[config.mk]
export PLATFORM = sky130hd
export DESIGN_NAME = device_class_allocator
export DESIGN_NICKNAME = d
export VERILOG_FILES = /design/src/rtl/core/dca_pkg.sv /design/src/rtl/core/dca_cfg_regs.sv /design/src/rtl/core/dca_scan_unit.sv /design/src/rtl/core/device_class_allocator.sv
export VERILOG_INCLUDE_DIRS = /design/src /design/src/rtl/core
export SDC_FILE = /design/constraint.sdc
export NUM_CORES = 1
export LEC_CHECK = 0
export BUFFER_PORTS_ARGS = -buffer_cell sky130_fd_sc_hd__buf_2
export CORE_UTILIZATION = 55
export CTS_CLUSTER_DIAMETER = 80
export DETAILED_ROUTE_END_ITERATION = 16
export PLACE_DENSITY = 0.73
export RECOVER_POWER = 25
export SLEW_MARGIN = 20
export SYNTH_ARGS = -nofsm -noshare
export SYNTH_HDL_FRONTEND = slang
export SYNTH_SLANG_ARGS = --single-unit
[constraint.sdc]
create_clock -name clk -period 3.7 [get_ports clk]
set_input_delay 0.555 -clock clk [delete_from_list [all_inputs] [get_ports clk]]
set_output_delay 0.555 -clock clk [all_outputs]
set_load 0.05 [all_outputs]
[src/rtl/core/device_class_allocator_macros.svh]
// ----------------------------------------------------------------------------
// Device class allocator assertion macros
// Shared assertion forms for the allocator modules, clocked on clk and
// disabled while rst is high.
// ----------------------------------------------------------------------------
`ifndef DEVICE_CLASS_ALLOCATOR_MACROS_SVH
`define DEVICE_CLASS_ALLOCATOR_MACROS_SVH

// The consequent must hold in the same cycle as the antecedent.
`define DCA_ASSERT_SAME(label, ante, cons) \
  label: assert property (@(posedge clk) disable iff (rst) (ante) |-> (cons)) \
    else $error("device class allocator assertion failed");

// The consequent must hold in the cycle after the antecedent.
`define DCA_ASSERT_NEXT(label, ante, cons) \
  label: assert property (@(posedge clk) disable iff (rst) (ante) |=> (cons)) \
    else $error("device class allocator assertion failed");

`endif

[src/rtl/core/dca_pkg.sv]
// ----------------------------------------------------------------------------
// Device class allocator package
// Sizes, codes and the structures that pass between the allocator modules.
// ----------------------------------------------------------------------------
package dca_pkg;

  localparam int NUM_CLASSES = 4;
  localparam int NUM_DEVICES = 16;

  localparam int DEV_W   = (NUM_DEVICES > 1) ? $clog2(NUM_DEVICES) : 1;
  localparam int CLS_W   = (NUM_CLASSES > 1) ? $clog2(NUM_CLASSES) : 1;
  localparam int PTR_W   = 5;
  localparam int BASE_W  = 4;
  localparam int CNT_W   = 5;
  localparam int JOB_W   = 8;
  localparam int CLSID_W = 4;
  localparam int LNUM_W  = 8;
  localparam int DEVNO_W = 4;
  localparam int FREED_W = 5;

  localparam int BASE_TBL_W = 16;
  localparam int CNT_TBL_W  = 20;
  localparam int MASK_W     = 16;
  localparam int CFG_W      = 20;
  localparam int CFG_IDX_W  = 2;

  localparam logic [MASK_W-1:0] GOOD_MASK_RESET = 16'hFFFF;

  typedef enum logic [CFG_IDX_W-1:0] {
    REG_CLASS_BASE  = 2'd0,
    REG_CLASS_COUNT = 2'd1,
    REG_GOOD_MASK   = 2'd2
  } reg_index_t;

  typedef enum logic [1:0] {
    ST_OK         = 2'd0,
    ST_NO_CLASS   = 2'd1,
    ST_NONE_FREE  = 2'd2,
    ST_HOLDS_NONE = 2'd3
  } status_t;

  typedef struct packed {
    logic [BASE_TBL_W-1:0] base_table;
    logic [CNT_TBL_W-1:0]  count_table;
    logic [MASK_W-1:0]     good_mask;
  } cfg_t;

  typedef struct packed {
    logic               kind;
    logic [JOB_W-1:0]   job_id;
    logic [CLSID_W-1:0] class_id;
    logic [LNUM_W-1:0]  logical_number;
  } req_t;

  typedef struct packed {
    status_t            status_code;
    logic [DEVNO_W-1:0] device_number;
    logic [FREED_W-1:0] released_count;
  } res_t;

endpackage

[src/rtl/core/dca_cfg_regs.sv]
// ----------------------------------------------------------------------------
// Device class allocator configuration registers
// Decodes the write port into the class base, class count and good-mask
// registers.
// ----------------------------------------------------------------------------
module dca_cfg_regs (
  input  logic                          clk,
  input  logic                          rst,
  input  logic                          cfg_we,
  input  logic [dca_pkg::CFG_IDX_W-1:0] cfg_index,
  input  logic [dca_pkg::CFG_W-1:0]     cfg_data,
  output dca_pkg::cfg_t                 cfg
);

  always_ff @(posedge clk) begin
    if (rst) begin
      cfg.base_table  <= '0;
      cfg.count_table <= '0;
      cfg.good_mask   <= dca_pkg::GOOD_MASK_RESET;
    end else if (cfg_we) begin
      unique case (dca_pkg::reg_index_t'(cfg_index))
        dca_pkg::REG_CLASS_BASE: begin
          cfg.base_table <= cfg_data[dca_pkg::BASE_TBL_W-1:0];
        end
        dca_pkg::REG_CLASS_COUNT: begin
          cfg.count_table <= cfg_data[dca_pkg::CNT_TBL_W-1:0];
        end
        dca_pkg::REG_GOOD_MASK: begin
          cfg.good_mask <= cfg_data[dca_pkg::MASK_W-1:0];
        end
        default: begin
        end
      endcase
    end
  end

endmodule

[src/rtl/core/dca_scan_unit.sv]
// ----------------------------------------------------------------------------
// Device class allocator scan unit
// Holds the device table and walks a class range one entry per cycle with a
// single compare and increment unit, claiming or freeing devices.
// ----------------------------------------------------------------------------
`include "device_class_allocator_macros.svh"

module dca_scan_unit (
  input  logic          clk,
  input  logic          rst,
  input  logic          in_valid,
  output logic          in_ready,
  input  dca_pkg::req_t req,
  input  dca_pkg::cfg_t cfg,
  output logic          res_valid,
  input  logic          res_ready,
  output dca_pkg::res_t res
);

  typedef enum logic [1:0] {
    S_IDLE,
    S_SCAN,
    S_DONE
  } state_t;

  state_t state;

  logic                             op_kind;
  logic [dca_pkg::JOB_W-1:0]        op_job;
  logic [dca_pkg::LNUM_W-1:0]       op_lnum;
  logic [dca_pkg::PTR_W-1:0]        ptr;
  logic [dca_pkg::CNT_W-1:0]        remain;
  logic [dca_pkg::FREED_W-1:0]      freed;

  logic [dca_pkg::NUM_DEVICES-1:0]  dev_free;
  logic [dca_pkg::JOB_W-1:0]        dev_owner   [dca_pkg::NUM_DEVICES];
  logic [dca_pkg::LNUM_W-1:0]       dev_logical [dca_pkg::NUM_DEVICES];

  logic [dca_pkg::CLS_W-1:0]        cls_idx;
  logic                             cls_unknown;
  logic [dca_pkg::BASE_W-1:0]       cls_base;
  logic [dca_pkg::CNT_W-1:0]        cls_count;
  logic [dca_pkg::DEV_W-1:0]        idx;
  logic                             scan_end;
  logic                             alloc_hit;
  logic                             recycle_hit;

  assign cls_idx     = req.class_id[dca_pkg::CLS_W-1:0];
  assign cls_unknown = ({1'b0, req.class_id} >= (dca_pkg::CLSID_W+1)'(dca_pkg::NUM_CLASSES));
  assign cls_base    = cfg.base_table[cls_idx*dca_pkg::BASE_W +: dca_pkg::BASE_W];
  assign cls_count   = cfg.count_table[cls_idx*dca_pkg::CNT_W +: dca_pkg::CNT_W];

  assign idx         = ptr[dca_pkg::DEV_W-1:0];
  assign scan_end    = (remain == '0) ||
                       ({1'b0, ptr} >= (dca_pkg::PTR_W+1)'(dca_pkg::NUM_DEVICES));
  assign alloc_hit   = !op_kind && dev_free[idx] && cfg.good_mask[idx];
  assign recycle_hit = op_kind && !dev_free[idx] && (dev_owner[idx] == op_job);

  assign in_ready  = (state == S_IDLE);
  assign res_valid = (state == S_DONE);

  always_ff @(posedge clk) begin
    if (rst) begin
      state    <= S_IDLE;
      dev_free <= '1;
    end else begin
      unique case (state)
        S_IDLE: begin
          if (in_valid) begin
            op_kind            <= req.kind;
            op_job             <= req.job_id;
            op_lnum            <= req.logical_number;
            ptr                <= dca_pkg::PTR_W'(cls_base);
            remain             <= cls_count;
            freed              <= '0;
            res.device_number  <= '0;
            res.released_count <= '0;
            if (cls_unknown) begin
              res.status_code <= dca_pkg::ST_NO_CLASS;
              state           <= S_DONE;
            end else begin
              state <= S_SCAN;
            end
          end
        end
        S_SCAN: begin
          if (scan_end) begin
            res.device_number  <= '0;
            res.released_count <= freed;
            if (!op_kind) begin
              res.status_code <= dca_pkg::ST_NONE_FREE;
            end else if (freed != '0) begin
              res.status_code <= dca_pkg::ST_OK;
            end else begin
              res.status_code <= dca_pkg::ST_HOLDS_NONE;
            end
            state <= S_DONE;
          end else if (alloc_hit) begin
            dev_free[idx]      <= 1'b0;
            dev_owner[idx]     <= op_job;
            dev_logical[idx]   <= op_lnum;
            res.status_code    <= dca_pkg::ST_OK;
            res.device_number  <= dca_pkg::DEVNO_W'(idx);
            res.released_count <= '0;
            state              <= S_DONE;
          end else begin
            if (recycle_hit) begin
              dev_free[idx] <= 1'b1;
              freed         <= freed + 1'b1;
            end
            ptr    <= ptr + 1'b1;
            remain <= remain - 1'b1;
          end
        end
        S_DONE: begin
          if (res_ready) begin
            state <= S_IDLE;
          end
        end
        default: begin
          state <= S_IDLE;
        end
      endcase
    end
  end

  `DCA_ASSERT_NEXT(a_scan_step, (state == S_SCAN) && !scan_end && !alloc_hit, (state == S_SCAN) && (remain == $past(remain) - 1'b1))
  `DCA_ASSERT_NEXT(a_claim_taken, (state == S_SCAN) && !scan_end && alloc_hit, !dev_free[$past(idx)] && (res.device_number == dca_pkg::DEVNO_W'($past(idx))))
  `DCA_ASSERT_NEXT(a_result_holds, res_valid && !res_ready, res_valid && $stable(res))
  `DCA_ASSERT_SAME(a_devnum_zero, res_valid && (res.status_code != dca_pkg::ST_OK || op_kind), res.device_number == '0)

endmodule

[src/rtl/core/device_class_allocator.sv]
// ----------------------------------------------------------------------------
// Device class allocator
// Allocates and recycles devices grouped into classes over a stream
// interface, with a plain configuration write port.
// ----------------------------------------------------------------------------
// Channel   Direction  Handshake           Payload
// s_*       in         s_tvalid/s_tready   request word, kind in s_tuser
// m_*       out        m_tvalid/m_tready   result word
// cfg_*     in         cfg_we              register index and data
//
// A request is taken in the idle state; the scan then walks the class range one
// device entry per cycle until an allocate claims a free good device or the
// range or the table ends, and the result waits in the done state.
// An unknown class skips the scan. Reset marks every device free.
// The output register lets a new request be taken while a result waits.
// ----------------------------------------------------------------------------
module device_class_allocator (
  input  logic                          clk,
  input  logic                          rst,
  input  logic                          s_tvalid,
  output logic                          s_tready,
  // job_id [7:0], class_id [11:8], logical_number [19:12], zero [23:20]
  input  logic [23:0]                   s_tdata,
  // kind [0]
  input  logic                          s_tuser,
  output logic                          m_tvalid,
  input  logic                          m_tready,
  // status_code [1:0], device_number [5:2], released_count [10:6], zero [15:11]
  output logic [15:0]                   m_tdata,
  input  logic                          cfg_we,
  input  logic [dca_pkg::CFG_IDX_W-1:0] cfg_index,
  input  logic [dca_pkg::CFG_W-1:0]     cfg_data
);

  dca_pkg::cfg_t cfg;
  dca_pkg::req_t req;
  dca_pkg::res_t res;
  logic          res_valid;
  logic          res_ready;

  assign req.kind           = s_tuser;
  assign req.job_id         = s_tdata[7:0];
  assign req.class_id       = s_tdata[11:8];
  assign req.logical_number = s_tdata[19:12];

  dca_cfg_regs u_cfg (
    .clk       (clk),
    .rst       (rst),
    .cfg_we    (cfg_we),
    .cfg_index (cfg_index),
    .cfg_data  (cfg_data),
    .cfg       (cfg)
  );

  dca_scan_unit u_scan (
    .clk       (clk),
    .rst       (rst),
    .in_valid  (s_tvalid),
    .in_ready  (s_tready),
    .req       (req),
    .cfg       (cfg),
    .res_valid (res_valid),
    .res_ready (res_ready),
    .res       (res)
  );

  assign res_ready = !m_tvalid || m_tready;

  always_ff @(posedge clk) begin
    if (rst) begin
      m_tvalid <= 1'b0;
    end else if (res_ready) begin
      m_tvalid <= res_valid;
      if (res_valid) begin
        m_tdata <= {5'd0, res.released_count, res.device_number, res.status_code};
      end
    end
  end

endmodule
==> metrics.yaml <==
die_h_um: 140.1
yosysUniqueCellTypes: 60
nets: 876
cp_max_fo: 16
cp.required_ps: 4110
portBuffers: 52
drt_iter0_markers: 447
ir_worst_vdd_mv: 0.3454
worstSetupPathType: "flip-flop to flip-flop"
avgSynthCellArea_sq_um: 13.86
relSlewSlack_pct: 37.90
slowest_stage: "dfxtp_1"
crit_family: "flip-flops"
cts_tree: "yes"
fin_crit_ps: 3171
power_leakage_nw: 4.145
worstSkewPairLatency_ps: 530
gp_congestion: 0.8504
overflow: 0
postSynthCellCount: 757
antenna_found_initial: 0
via_count: 6338
crit_top_cell: "buf_4"
slowest_delay_ps: 740
cts_buffers: 26
grt_max_degree: 58
layout-drive-gt1-share_pct: 20.10
routed_wl_um: 21580
end_kind: "flip-flop"
holdBufCountCts: 0
synthesis.area_sq_um: 10490
hpwlAfterDp_um: 14600
setup_violations: 0
ys_seq_elements: 249
yosysWarnings: 0
hp-class: "input port to flip-flop"
drc_errors: 0
dr.pass1.iters: 5
ys.flop_type: "edfxtp_1"
fin_crit_sh_pct: 85.71
synth_edf_count: 174
grt_pass1_vias: 6397
drtAntennaViolNets: 0
postCtsSetupBuffers: 0
async_reset_ff_share_pct: 0
path_buf_inv: 2
tns_ps: 0
coreArea_sq_um: 18710
cts.sinks: 249
htree_num_levels: 1
grt_usage_pct: 22.51
skew_ps: 17.69
cts_resized: 0
powerDensity_nw_per_um2: 508.6
final_hold_viol_count: 0
root_buffer: "clkbuf_16"
ys_seq_area_share_pct: 64.13
grt_first_pass_wirelength_um: 34100
num_antenna_cells: 0
tightest_slew_ps: 929.5
fin_util_pct: 63.19
critical_path_arrival_ps: 3580
rsz0062_at_grt: "no"
drv_cap: 0
path_clk_slew_ps: 60
max_freq_mhz: 315.3
die_x_um: 140.1
rows: 50
dieArea_sq_um: 19630
start_util_pct: 56.07
finalMaxSlewViolations: 0
via_per_inst: 5.923
status: "finished clean"
cts_buffer_depth: 3
area_growth_pct: 12.69
ioPinCount: 70
crit_path_cell_trace: "buf_4 > mux4_1 > a22oi_1 > a2111oi_0 > nor4_2 > nand4_4 > buf_4 > o41ai_1"
wl_per_cell_um: 20.17
start_kind: "flip-flop"
==> path summary, 6_finish.rpt <==
check	startpoint	to	slack (ps)	cells past startpoint
max	flip-flop	flip-flop	530	8
max reg2reg	flip-flop	flip-flop	530	8
min	s_tdata[0]	u_scan.op_job[0]	210	1
min reg2reg	u_scan.res[10]	m_tdata[1]	420	0
==> worst register-to-register path, delay by kind of cell, from the launching register on <==
kind            cells  cell delay [ps]
compound gates      3              730
mux                 1              600
simple gates        2              460
buf+inv             2              520
flops               1              740
==> report_power, final <==
group | switching [mW] | internal (mW) | total [mW]
Combinational | 0.231 | 0.176 | 0.407
Clock | 1.01 | 1.51 | 2.52
Sequential | 0.0585 | 3.03 | 3.08
==> cell usage after synthesis (6+ instances only) <==
master,instances,share of area [%]
a21o_1,7,0.50
a21oi_1,54,2.6
a22oi_1,6,0.43
and2_1,20,1.2
and3_1,9,0.54
buf_4,6,0.43
clkbuf_1,26,0.93
dfxtp_1,75,14
edfxtp_1,174,50
ha_1,8,0.95
inv_1,10,0.36
mux2i_1,22,2.1
mux4_1,9,2.3
mux4_2,36,7.7
nand2_1,124,4.4
nand2b_1,9,0.54
nand3_1,20,0.95
nor2_1,19,0.68
nor3_1,6,0.29
o21ai_0,15,0.72
o31ai_1,11,0.79
or3_1,11,0.66
xnor2_1,10,0.83
==> stage by stage <==
step	area, sq um	setup slack, ps	hold slack [ps]	instances	power, mW
2_1_floorplan	10500	377.5	400.3	761	3.429
3_3_place_gp	10980	549.7	408.0	1022	3.529
3_5_place_dp	10980	511.1	404.5	1022	3.549
4_1_cts	11820	481.2	193.7	1070	6.045
5_1_grt	11820	253.9	192.0	1070	6.205
6_report	11820	528.8	209.0	1070	6.012
==> flip-flops by register name (all words and copies together) (netlist names), named ones only <==
name,flops
u_cfg.cfg,52
u_scan.state,2
m_tvalid,1
m_tdata,11
u_scan.op_job,8
u_scan.ptr,5
u_scan.res,11
u_scan.remain,5
u_scan.op_kind,1
u_scan.freed,5
u_scan.dev_owner,128
==> cell type report <==
| type | count | area, sq um |
|---|---|---|
| Clock buffer | 43 | 778.2 |
| Clock inverter | 5 | 67.56 |
| Fill cell | 1355 | 6885 |
| Inverter | 11 | 41.29 |
| Multi-Input combinational cell | 454 | 3490 |
| Sequential cell | 249 | 6726 |
| Tap cell | 234 | 292.8 |
| Timing Repair Buffer | 74 | 424.2 |
==> metal layers <==
metal	routed length, um	share of wire (%)	global-route usage, %	vias up
li1	-	-	-	2938
met1	9055	42	29.42	3156
met2	11120	52	39.71	210
met3	978	4.5	2.667	34
met4	424	2.0	6.593	0
met5	0	0	0	-
==> cells in the final DEF (no fill, tap or decap), types with 3 or more instances in the layout <==
cell	instances
buf_2	51
a22oi_1	6
nor3_1	5
and3b_1	3
inv_1	10
a221oi_1	4
edfxtp_1	174
mux2_4	4
a21o_1	7
conb_1	5
or2_2	4
mux4_2	36
clkbuf_1	9
mux4_1	9
nor2b_1	4
o21ai_0	15
xnor2_1	10
nand2_1	124
nand3b_1	3
o31ai_1	11
or3_1	11
nand2b_1	9
clkbuf_2	3
buf_4	22
nand3_1	20
and3_1	9
nor2_1	19
clkbuf_16	26
and2_1	20
ha_1	8
xor2_1	5
dfxtp_1	75
mux2i_1	22
a21oi_1	54
clkbuf_8	6
==> logic make-up after synthesis <==
logic type,count (synthesis),synth area share [%]
AO/OA/AOI/OAI,112,6.812
XOR/XNOR,15,1.252
adder cells (fa/ha/maj),8,0.9544
buffers and inverters,58,2.791
flip-flops,249,64.13
multiplexers,72,12.76
other,1,0.03575
AND/OR/NAND/NOR,242,11.26
Power figures use the tool's default switching activity.
